--- src/lbb_fifo.sv ---
// Small register queue used between front and back and on the result side.
`default_nettype none

module lbb_fifo #(
  parameter int WIDTH = 8,
  parameter int DEPTH = 2
) (
  input  wire logic             clk,
  input  wire logic             rst_n,
  input  wire logic             push,
  input  wire logic [WIDTH-1:0] wdata,
  output      logic             full,
  input  wire logic             pop,
  output      logic [WIDTH-1:0] rdata,
  output      logic             empty
);

  localparam int AW = $clog2(DEPTH);

  logic [WIDTH-1:0] slot_r [DEPTH];
  logic [AW:0]      wr_ptr_r;
  logic [AW:0]      rd_ptr_r;

  assign empty = (wr_ptr_r == rd_ptr_r);
  assign full  = (wr_ptr_r[AW-1:0] == rd_ptr_r[AW-1:0]) && (wr_ptr_r[AW] != rd_ptr_r[AW]);
  assign rdata = slot_r[rd_ptr_r[AW-1:0]];

  always_ff @(posedge clk) begin
    if (!rst_n) begin
      wr_ptr_r <= '0;
      rd_ptr_r <= '0;
    end else begin
      if (push && !full) begin
        wr_ptr_r <= wr_ptr_r + 1'b1;
      end
      if (pop && !empty) begin
        rd_ptr_r <= rd_ptr_r + 1'b1;
      end
    end
  end

  always_ff @(posedge clk) begin
    if (push && !full) begin
      slot_r[wr_ptr_r[AW-1:0]] <= wdata;
    end
  end

endmodule

`default_nettype wire

--- config.mk ---
export PLATFORM = sky130hd
export DESIGN_NAME = lbb_fifo
export DESIGN_NICKNAME = d
export VERILOG_FILES = /design/src/lbb_fifo.sv
export SDC_FILE = /design/constraint.sdc
export NUM_CORES = 1
export LEC_CHECK = 0
export BUFFER_PORTS_ARGS = -buffer_cell sky130_fd_sc_hd__buf_2
export CAP_MARGIN = 20
export CORE_MARGIN = 2
export CORE_UTILIZATION = 50
export DETAILED_ROUTE_END_ITERATION = 7
export PLACE_DENSITY = 0.76
export REMOVE_ABC_BUFFERS = 1
export SKIP_CTS_REPAIR_TIMING = 1
export SLEW_MARGIN = 20
export SYNTH_ARGS = -nofsm -noshare
export SYNTH_HDL_FRONTEND = slang
export SYNTH_SLANG_ARGS = --single-unit
--- constraint.sdc ---
create_clock -name clk -period 2.6 [get_ports clk]
set_input_delay 0.26 -clock clk [delete_from_list [all_inputs] [get_ports clk]]
set_output_delay 0.26 -clock clk [all_outputs]
set_load 0.05 [all_outputs]
==> key figures <==
Cells and area
  • Commonest non-fill, non-tap cell in the layout: buf_2
  • Area delta synth->final: 16.9%
  • Post-route cell area: 986 um^2
  • Diodes inserted: 0
  • Layout cells sized above 1: 0.413
  • Finished Core Util: 0.640
  • Final Net Count: 93
  • Most frequent cells in the layout: 21 x buf_2, 16 x edfxtp_1, 8 x mux2_2, 5 x nor2_1, 5 x dfxtp_1
  • Number of fill cells in the layout: 128

Critical path
  • Worst R2R Path Depth: 2
  • Signal arrival time at the worst endpoint: 1.43 ns
  • WP buf/inv: 1
  • CP required: 2.34 ns
  • R2r endpoint: slot_r[1][7]
  • Reg2reg start: rd_ptr_r[1]
  • Slowest CP cell: dfxtp_1
  • Crit-path max FO: 8
  • FF-to-FF setup slack: 0.98 ns
  • Worst setup EP type: primary output
  • Critical Path Max Stage Delay: 0.54 ns
  • Top delay family on crit path: flip-flops
  • CP Class: flip-flop to primary output
  • Worst-path cell chain: mux2_2 > buf_2
  • Startpoint types: flip-flop

Synthesis
  • Mapped Area: 843 um^2
  • Sequential fraction of the synthesis area: 0.688
  • Post-Synth XOR/XNOR Area: 0.0401
  • Cell variety after synth: 20
  • Multiplexer share of the synthesized area: 0.131
  • Cells after Synth: 57
  • Synth Area in Adders: 0
  • Simple-Gate Fraction of Synth Area: 0.0653
  • Yosys warnings: 0
  • Largest family of logic cells by synthesized area: multiplexers
  • Synth Area in Compound Gates: 0.0608
  • Syn avg cell area: 14.8 um^2
  • #FFs+latches synth: 21

Place
  • RePlAce Congestion: 0.761
  • Hpwl dp: 930 um
  • Placed instance area: 960 um^2
  • I/O Buffers: 21

Clocking
  • Worst-case clock buffer depth: 2
  • H-tree Lvls: 1
  • Clock root buffer: clkbuf_4
  • Reg clk slew, reported paths: 0.10 ns
  • TritonCTS Buffers: 3
  • Skew-Pair Late Insertion Delay: 0.29 ns
  • Clk sinks: 21
  • CTS tree: built

Die
  • Initial Util: 0.547
  • FP Rows: 14
  • Total die area: 2030 um^2
  • Core area: 1540 um^2
  • Width of the chip: 45.1 um
  • Die H: 45.1 um
  • Top Ports: 22

Run status
  • Outcome: finished clean

Power and ir drop
  • Leakage power: 0.000391 uW
  • VDD IR-drop max: 0.320 mV
  • Total power: 716 uW
  • Pwr dens: 726 nW/um^2

Run
  • Max Cap Viol: 0

Worst hold path
  • Hold path depth: 1
  • HP Start: wdata[0]
  • Hold endpoint: slot_r[0][0]
  • Hold Crit Class: input port to flip-flop

Routing
  • Vias per cell: 5.31
  • Routed len/inst: 12.8 um
  • Routed vias: 510
  • Drt drc: 0
  • Initial DRC count: 15
  • TritonRoute pass-1 iters: 4
  • Total detailed-routing wirelength: 1230 um
  • Antenna Nets Post-Route: 0

Timing
  • Unrepaired setup endpoints after global routing: false
  • Final setup viols: 0
  • Final period util: 0.649
  • Setup TNS: 0 ns
  • Clk_skew: 0.00321 ns
  • Actual slew at the worst max-slew pin: 0.789 ns
  • Hold Vio Cnt, Final: 0
  • Shortest period the worst path allows: 1.69 ns
  • Fmax: 0.593 GHz
  • Worst relative slew slack: 0.474
  • Fin. max-slew vios: 0

Global routing
  • Initial antenna violation count: 0
  • Vias in the first global route: 466
  • First-pass GRT wire length: 1950 um
  • GR Util All Layers: 0.140
  • Largest net degree at the start of global routing: 12
  • Global route overflow: 0
## Yosys cell counts
| master | number | share of area |
|---|---|---|
| nand4_1 | 1 | 0.0074 |
| mux2_2 | 8 | 0.11 |
| clkbuf_2 | 1 | 0.0059 |
| nand2_1 | 4 | 0.018 |
| xnor2_1 | 1 | 0.010 |
| a21boi_0 | 2 | 0.018 |
| and3b_1 | 1 | 0.010 |
| nor2_1 | 5 | 0.022 |
| o21ai_0 | 2 | 0.012 |
| clkbuf_1 | 1 | 0.0044 |
| xor2_2 | 1 | 0.019 |
| edfxtp_1 | 16 | 0.57 |
| inv_1 | 1 | 0.0044 |
| a21oi_1 | 1 | 0.0059 |
| a31oi_1 | 2 | 0.015 |
| dfxtp_1 | 5 | 0.12 |
| a311oi_1 | 1 | 0.010 |
| xor2_1 | 1 | 0.010 |
| or3_1 | 1 | 0.0074 |
| mux2i_1 | 2 | 0.024 |
## worst register-to-register path, stage by stage, from the launching register on
cell and delay, ns:
dfxtp_1 0.38, xor2_2 0.22, a21oi_1 0.66
## final cells by class
cell class | instances | area (um^2) | area share
clock buffer | 4 | 26.3 | 0.0266
inverter | 1 | 3.75 | 0.00381
timing repair buffer | 21 | 105 | 0.107
multi-input combinational | 33 | 250 | 0.254
sequential | 21 | 581 | 0.589
tap | 16 | 20.0 | 0.0203
## metal layers
metal  GRT usage  share of wire
met4      0.0706          0.015
met2       0.237           0.48
met3      0.0360          0.040
met1       0.163           0.47
met5           0              0
## logic make-up after synthesis
family,after synthesis
flops,21
simple gates,12
mux,10
compound gates,8
xor+xnor,3
buf+inv,3
## how the worst max path moves through the flow
stage                      startpoint      endpoint  slack [ns]  cells past startpoint
after CTS                   flip-flop      rdata[2]        0.88                      2
after floorplan           rd_ptr_r[1]         empty        1.13                      2
after global placement    rd_ptr_r[1]  slot_r[1][6]        0.99                      2
after detailed placement  rd_ptr_r[1]  slot_r[1][7]        0.94                      2
after global routing        flip-flop      rdata[2]        0.82                      2
final                       flip-flop      rdata[2]        0.91                      2
## flip-flops by register name (all words and copies together), names as in the netlist, named ones only
signal	count
wr_ptr_r	2
rd_ptr_r	2
slot_r	16
## per-stage QoR
step / instances / setup WS, ns / hold WS [ns]
after floorplan: 55 / 1.13 / 0.359
after global placement: 92 / 0.993 / 0.450
after detailed placement: 92 / 0.944 / 0.452
after CTS: 96 / 0.876 / 0.141
after global routing: 96 / 0.824 / 0.130
final: 96 / 0.913 / 0.153
## where the power goes
group	leakage (uW)	internal, uW	total, uW	switching, uW
registers	0.000191	389	406	17.3
clock network	0.0000150	59.7	144	84.2
logic	0.000185	48.6	166	117
(Power assumes the default switching activity.)
