--- src/lbb_pkg.sv ---
// Types, codes and constants of the label bounding box table.
`default_nettype none

package lbb_pkg;

  localparam int LABEL_COUNT_DEF = 256;
  localparam int MAX_DIM         = 4096;
  localparam int CMD_DEPTH       = 4;
  localparam int RES_DEPTH       = 2;

  localparam logic [12:0] DIM_SAT = 13'(MAX_DIM);

  // reset values of the registers
  localparam logic [12:0] WIDTH_RST  = 13'd640;
  localparam logic [12:0] HEIGHT_RST = 13'd480;
  localparam logic [7:0]  PATCH_RST  = 8'd7;

  // register indexes
  localparam logic [1:0] REG_WIDTH  = 2'd0;
  localparam logic [1:0] REG_HEIGHT = 2'd1;
  localparam logic [1:0] REG_PATCH  = 2'd2;
  localparam logic [1:0] REG_FULL   = 2'd3;

  // input word kinds
  localparam logic [1:0] KIND_PIXEL = 2'd0;
  localparam logic [1:0] KIND_READ  = 2'd1;
  localparam logic [1:0] KIND_CLEAR = 2'd2;

  // commands from the front end to the back end
  localparam logic [2:0] OP_PIXEL  = 3'd0;
  localparam logic [2:0] OP_LOOKUP = 3'd1;
  localparam logic [2:0] OP_AREA   = 3'd2;
  localparam logic [2:0] OP_ABSENT = 3'd3;
  localparam logic [2:0] OP_CLEAR  = 3'd4;

  typedef struct packed {
    logic [1:0]  kind;
    logic [11:0] pos_x;
    logic [11:0] pos_y;
    logic [7:0]  label;
  } in_word_t;

  typedef struct packed {
    logic        present;
    logic [11:0] x_min;
    logic [11:0] y_min;
    logic [12:0] x_max;
    logic [12:0] y_max;
  } out_word_t;

  typedef struct packed {
    logic [11:0] x_min;
    logic [11:0] y_min;
    logic [12:0] x_max;
    logic [12:0] y_max;
  } box_t;

  typedef struct packed {
    logic [2:0]  op;
    logic [7:0]  label;
    logic [11:0] x;
    logic [11:0] y;
  } cmd_t;

  // settings derived from the registers
  typedef struct packed {
    logic        full_mode;
    logic [12:0] x_limit;
    logic [12:0] y_limit;
  } cfg_t;

endpackage

`default_nettype wire

--- src/lbb_front.sv ---
// Front end: sorts input words into back-end commands, drops ignored pixels and spare-kind words.
`default_nettype none

module lbb_front #(
  parameter int LABEL_COUNT = lbb_pkg::LABEL_COUNT_DEF
) (
  input  wire lbb_pkg::in_word_t in_word,
  input  wire lbb_pkg::cfg_t     cfg,
  output      lbb_pkg::cmd_t     cmd,
  output      logic              keep
);

  logic in_range;
  logic in_area;
  logic area_ok;

  assign in_range = (32'(in_word.label) < LABEL_COUNT);
  assign in_area  = ({1'b0, in_word.pos_x} < cfg.x_limit) &&
                    ({1'b0, in_word.pos_y} < cfg.y_limit);
  assign area_ok  = (cfg.x_limit != '0) && (cfg.y_limit != '0);

  always_comb begin
    cmd.label = in_word.label;
    cmd.x     = in_word.pos_x;
    cmd.y     = in_word.pos_y;
    cmd.op    = lbb_pkg::OP_ABSENT;
    keep      = 1'b0;
    unique case (in_word.kind)
      lbb_pkg::KIND_PIXEL: begin
        cmd.op = lbb_pkg::OP_PIXEL;
        keep   = !cfg.full_mode && in_range && in_area;
      end
      lbb_pkg::KIND_READ: begin
        keep = 1'b1;
        if (cfg.full_mode) begin
          // only label 0 exists in full mode, covering the valid area when there is one
          cmd.op = (in_word.label == '0 && area_ok) ? lbb_pkg::OP_AREA
                                                   : lbb_pkg::OP_ABSENT;
        end else begin
          cmd.op = in_range ? lbb_pkg::OP_LOOKUP : lbb_pkg::OP_ABSENT;
        end
      end
      lbb_pkg::KIND_CLEAR: begin
        cmd.op = lbb_pkg::OP_CLEAR;
        keep   = 1'b1;
      end
      default: begin
        keep = 1'b0;
      end
    endcase
  end

endmodule

`default_nettype wire

--- config.mk ---
export PLATFORM = sky130hd
export DESIGN_NAME = lbb_front
export DESIGN_NICKNAME = d
export VERILOG_FILES = /design/src/lbb_pkg.sv /design/src/lbb_front.sv
export SDC_FILE = /design/constraint.sdc
export NUM_CORES = 1
export LEC_CHECK = 0
export ABC_AREA = 1
export BUFFER_PORTS_ARGS = -buffer_cell sky130_fd_sc_hd__clkbuf_2
export CELL_PAD_IN_SITES_DETAIL_PLACEMENT = 0
export CELL_PAD_IN_SITES_GLOBAL_PLACEMENT = 2
export CORE_UTILIZATION = 19
export DETAILED_ROUTE_END_ITERATION = 12
export PLACE_DENSITY_LB_ADDON = 0.15
export SYNTH_ARGS = -nofsm -noshare
export SYNTH_HDL_FRONTEND = slang
export SYNTH_SLANG_ARGS = --single-unit
--- constraint.sdc ---
create_clock -name vclk -period 2.9
set_clock_uncertainty 0.15 [all_clocks]
set_input_delay 0.145 -clock vclk [all_inputs]
set_output_delay 0.145 -clock vclk [all_outputs]
set_load 0.02 [all_outputs]
==> results of run 1 <==
logic make-up (layout without fill, tap and decap cells):
logic type	after synthesis	count (layout)	share of synthesized area (%)
AO/OA/AOI/OAI	9	9	5.68
buffers and inverters	71	136	36.6
AND/OR/NAND/NOR	64	64	27.0
adder cells (fa/ha/maj)	26	26	30.8
metrics by stage:
stage	total power, mW	worst slack (ps)
2_1_floorplan	0.140	1470
3_3_place_gp	0.204	1160
3_5_place_dp	0.202	1200
4_1_cts	0.203	1190
5_1_grt	0.227	982
6_report	0.198	1230
how the worst max path moves through the flow:
| stage | slack, ps | endpoint | depth (start not counted) |
|---|---|---|---|
| floorplan | 1470 | keep | 11 |
| finish | 1230 | keep | 13 |
| CTS | 1190 | keep | 13 |
| global placement | 1160 | keep | 13 |
| global route | 980 | keep | 13 |
| detailed placement | 1200 | keep | 13 |
layer usage:
layer / GRT usage [%] / wire [um] / part of all wire, % / up-vias
li1: - / - / - / 645
met1: 12.6 / 1340 / 51 / 447
met2: 15.6 / 1130 / 43 / 46
met3: 0.599 / 167 / 6.3 / 0
met4: 0 / 0 / 0 / 0
met5: 0 / 0 / 0 / -
power by group:
group	switching (mW)	internal (mW)	total [mW]
combinational	0.113	0.0842	0.198
sequential	0	0	0
clock	0	0	0
synth_stat cells:
master and instances:
inv_1 39, nand2_1 34, buf_4 32, ha_1 26
nor2_1 9, nand3_1 7, nor4_1 5, a21oi_1 4
nor3_1 3, a21oi_2 2, and3_1 2, nand4_1 2
o21a_1 2, and3_2 1, nor3_2 1, o211ai_1 1
worst max-delay path: cells and delay by family:
family                     cells  cell delay [ps]
adders and majority gates      1              270
AOI/OAI and AO/OA              1              130
buffers and inverters          4              340
and+or+nand+nor                7              480
cell type report:
type | count | area share, %
multi-input combinational | 99 | 48.2
timing repair buffer | 97 | 34.9
inverter | 39 | 10.5
tap | 70 | 6.30
==> metrics.txt, run 1 <==
initial core utilization slightly above 20%; total of max-cap violations 0; final worst path period need 1670 ps; crit path cell chain clkbuf_2, inv_1, ha_1, nand2_1, inv_1, nand2_1, nand3_1, nand2_1, nand2_1, nand2_1, nand3_1, a21oi_2, clkbuf_2; post-route design area 1390 sq um; clock buffer count 0; die boundary width 76.6 um; unrepaired setup endpoints after global routing false; DP HPWL about 2.6 mm; Worst Min Path Start in_word[8]; die area slightly below 6000 sq um; CP arrival approximately 1400 ps; crit path launch type primary input; warnings from Yosys 0; setup violators final 0; RePlAce Congestion between 0.6 and 0.7; total track usage 8.93%; main area contributors after synthesis ha_1 31%, buf_4 23%, inv_1 14%; Placed Area between 1000 and 1500 sq um; # IOs slightly below 100; PortBufs 97; drt total wl roughly 2.6 mm; hold path depth 2; Worst IR Drop VDD 0.0361 mV; Synth area leader ha_1; initial antenna violation count 0; Avg Inst Size Synth just over 6 sq um; outcome complete, no violations; share of layout cells above drive strength 1 43.0%; first-pass GRT wire length ~4.4 mm; cts hold-fix bufs 0; sequential cell count 0; commonest non-fill, non-tap cell in the layout clkbuf_2; Post-CTS Setup Repair Bufs 0; Routed WL per cell between 8 and 9 um; Final nets around 320; Worst Setup SP cfg[17]; Multi-input gate area about 670 sq um; DRT iter0 DRCs 11; Synth Cell Area ~1100 sq um; Worst path slowest cell ha_1; post-layout util 26.5%; most frequent cells in the layout 97 x clkbuf_2, 39 x inv_1, 34 x nand2_1, 26 x ha_1, 9 x nor2_1; vias in the first global route a little over 1000; WP data required around 2600 ps; measured slew at the worst slew-check pin about 310 ps; FF+latch area 0 sq um; Period Utilization, post-route between 50% and 60%; leakage power between 0.9 and 1 nW; Mapped Nets 257; Hold Fails Final Rpt 0; CP Max Fanout 2; top-area cell type share of the netlist area between 30 and 40%; 1st-pass router iterations 4; Mapped Cells 170; crit-path most repeated cell nand2_1; DP Cell Count 305; count of cell types in the netlist 16; Max-slew headroom about four fifths; pin count of the biggest net entering global routing 4; Fmax 599 MHz; Final ANT Viol Nets 0; Worst path max stage delay approximately 270 ps; vias 1138; fillers just over 600; hold endpoint cmd[0]; setup_tns 0 ps; Setup CP Type in -> out; non-filler cells, final between 300 and 400; PwrDens around 140 nW/um^2; core footprint 5240 sq um; Worst setup EP type primary output; Hold WC Path Type in -> out; via/cell ratio roughly 3.7; DRC Markers 0; register area share after synthesis 0%; P&R area growth vs syn 31.5%; PostCTS Resize Cnt 0; Min Hold Slack between 300 and 400 ps; Die Ht around 77 um; max-slew violation count 0; Rows 26; grt ovf 0; # diodes 0
No activity file was read; power rests on OpenSTA's default activity.
==> run 2, diff against run 1 <==
- CORE_UTILIZATION: 19 -> 17
- clock period: 2.9 -> 1.6 ns (I/O delays scaled with it)
==> run 2 against run 1 <==
Effect of this change: global-route usage down 0.76 points; critical endpoint unchanged; combinational power grew 120%; die area rose by 11%.
==> metrics.txt, run 2 (synthesis gave the netlist of run 1 again) <==
outcome complete, no violations; sequential cell count 0; Die Ht 80.9 um; initial antenna violation count 0; Max-slew headroom about four fifths; clock buffer count 0; 1st-pass router iterations 2; # diodes 0; unrepaired setup endpoints after global routing false; drt total wl ~2.9 mm; Worst setup EP type primary output; post-layout util roughly 28%; die area about 6500 sq um; via/cell ratio 3.82; Period Utilization, post-route between 90 and 100%; DP HPWL about 2.7 mm; Final nets between 300 and 400; # IOs 97; crit path launch type primary input; DRT iter0 DRCs 6; Hold WC Path Type in -> out; PortBufs 97; vias in the first global route 1064; core footprint 5960 sq um; vias 1193; Routed WL per cell approximately 9.4 um; leakage power 0.978 nW; Placed Area ~1400 sq um; CP arrival around 1300 ps; total track usage under 10%; total of max-cap violations 0; post-route design area between 1500 and 2000 sq um; CP Max Fanout 2; final worst path period need around 1500 ps; commonest non-fill, non-tap cell in the layout clkbuf_2; Final ANT Viol Nets 0; Rows 28; Setup CP Type in -> out; initial core utilization about 18%; share of layout cells above drive strength 1 roughly three fifths; cts hold-fix bufs 0; die boundary width just over 80 um; first-pass GRT wire length 4.39 mm; WP data required ~1400 ps; max-slew violation count 0; P&R area growth vs syn 55.0%; PwrDens ~270 nW/um^2; most frequent cells in the layout 93 x clkbuf_2, 30 x nand2_1, 26 x inv_1, 15 x ha_1, 13 x inv_2; Hold Fails Final Rpt 0; measured slew at the worst slew-check pin 319 ps; Worst IR Drop VDD 0.106 mV; setup violators final 0; DRC Markers 0; FF+latch area 0 sq um; pin count of the biggest net entering global routing 4; Fmax 673 MHz; grt ovf 0; RePlAce Congestion roughly 0.64
-- run 2: final cells by class --
cell class,instances,area (sq um)
Timing Repair Buffer,99,528
Fill cell,696,4320
Multi-Input combinational cell,99,871
Inverter,39,146
Tap cell,75,93.8
-- run 2: routing by layer --
layer	vias to the layer above	global-route usage, %	share of wire [%]
met5	-	0	0
met2	43	14.8	50
met3	0	0.449	5.3
met4	0	0	0
li1	646	-	-
met1	504	11.2	44
-- run 2: where the power goes --
group          leakage (nW)  total, mW  switching, mW  internal [mW]
sequential                0          0              0              0
combinational         0.978      0.439          0.241          0.198
clock                     0          0              0              0
-- run 2: metrics by stage --
stage | power [mW] | hold slack, ps | TNS [ps] | setup slack [ps] | std cells
final | 0.439 | 241 | 0 | 113 | 312
after global routing | 0.499 | 249 | 0 | 3.68 | 312
after CTS | 0.382 | 243 | 0 | 5.30 | 312
after detailed placement | 0.370 | 243 | -10.4 | -10.4 | 312
after global placement | 0.375 | 242 | -24.5 | -24.5 | 312
after floorplan | 0.254 | 123 | 0 | 298 | 170
-- run 2: path summary, 6_finish.rpt --
check | startpoint | to | slack [ps] | cells past startpoint
worst min-delay path | in_word[8] | cmd[0] | 240 | 2
worst max-delay path | cfg[6] | keep | 110 | 10
-- run 2: timing repair --
item	4_1_cts	5_1_grt
setup buffers	0	0
resized for setup	5	41
pin swaps	4	20
setup endpoints to repair	1	1
gates cloned	0	0
-- run 2: worst max-delay path: stages --
cell and delay, ps:
clkbuf_2 80, inv_1 50, ha_1 300, a21oi_2 130
o21a_1 120, nand2_1 50, nand2_1 70, nand3_2 80
a21oi_2 150, clkbuf_8 160
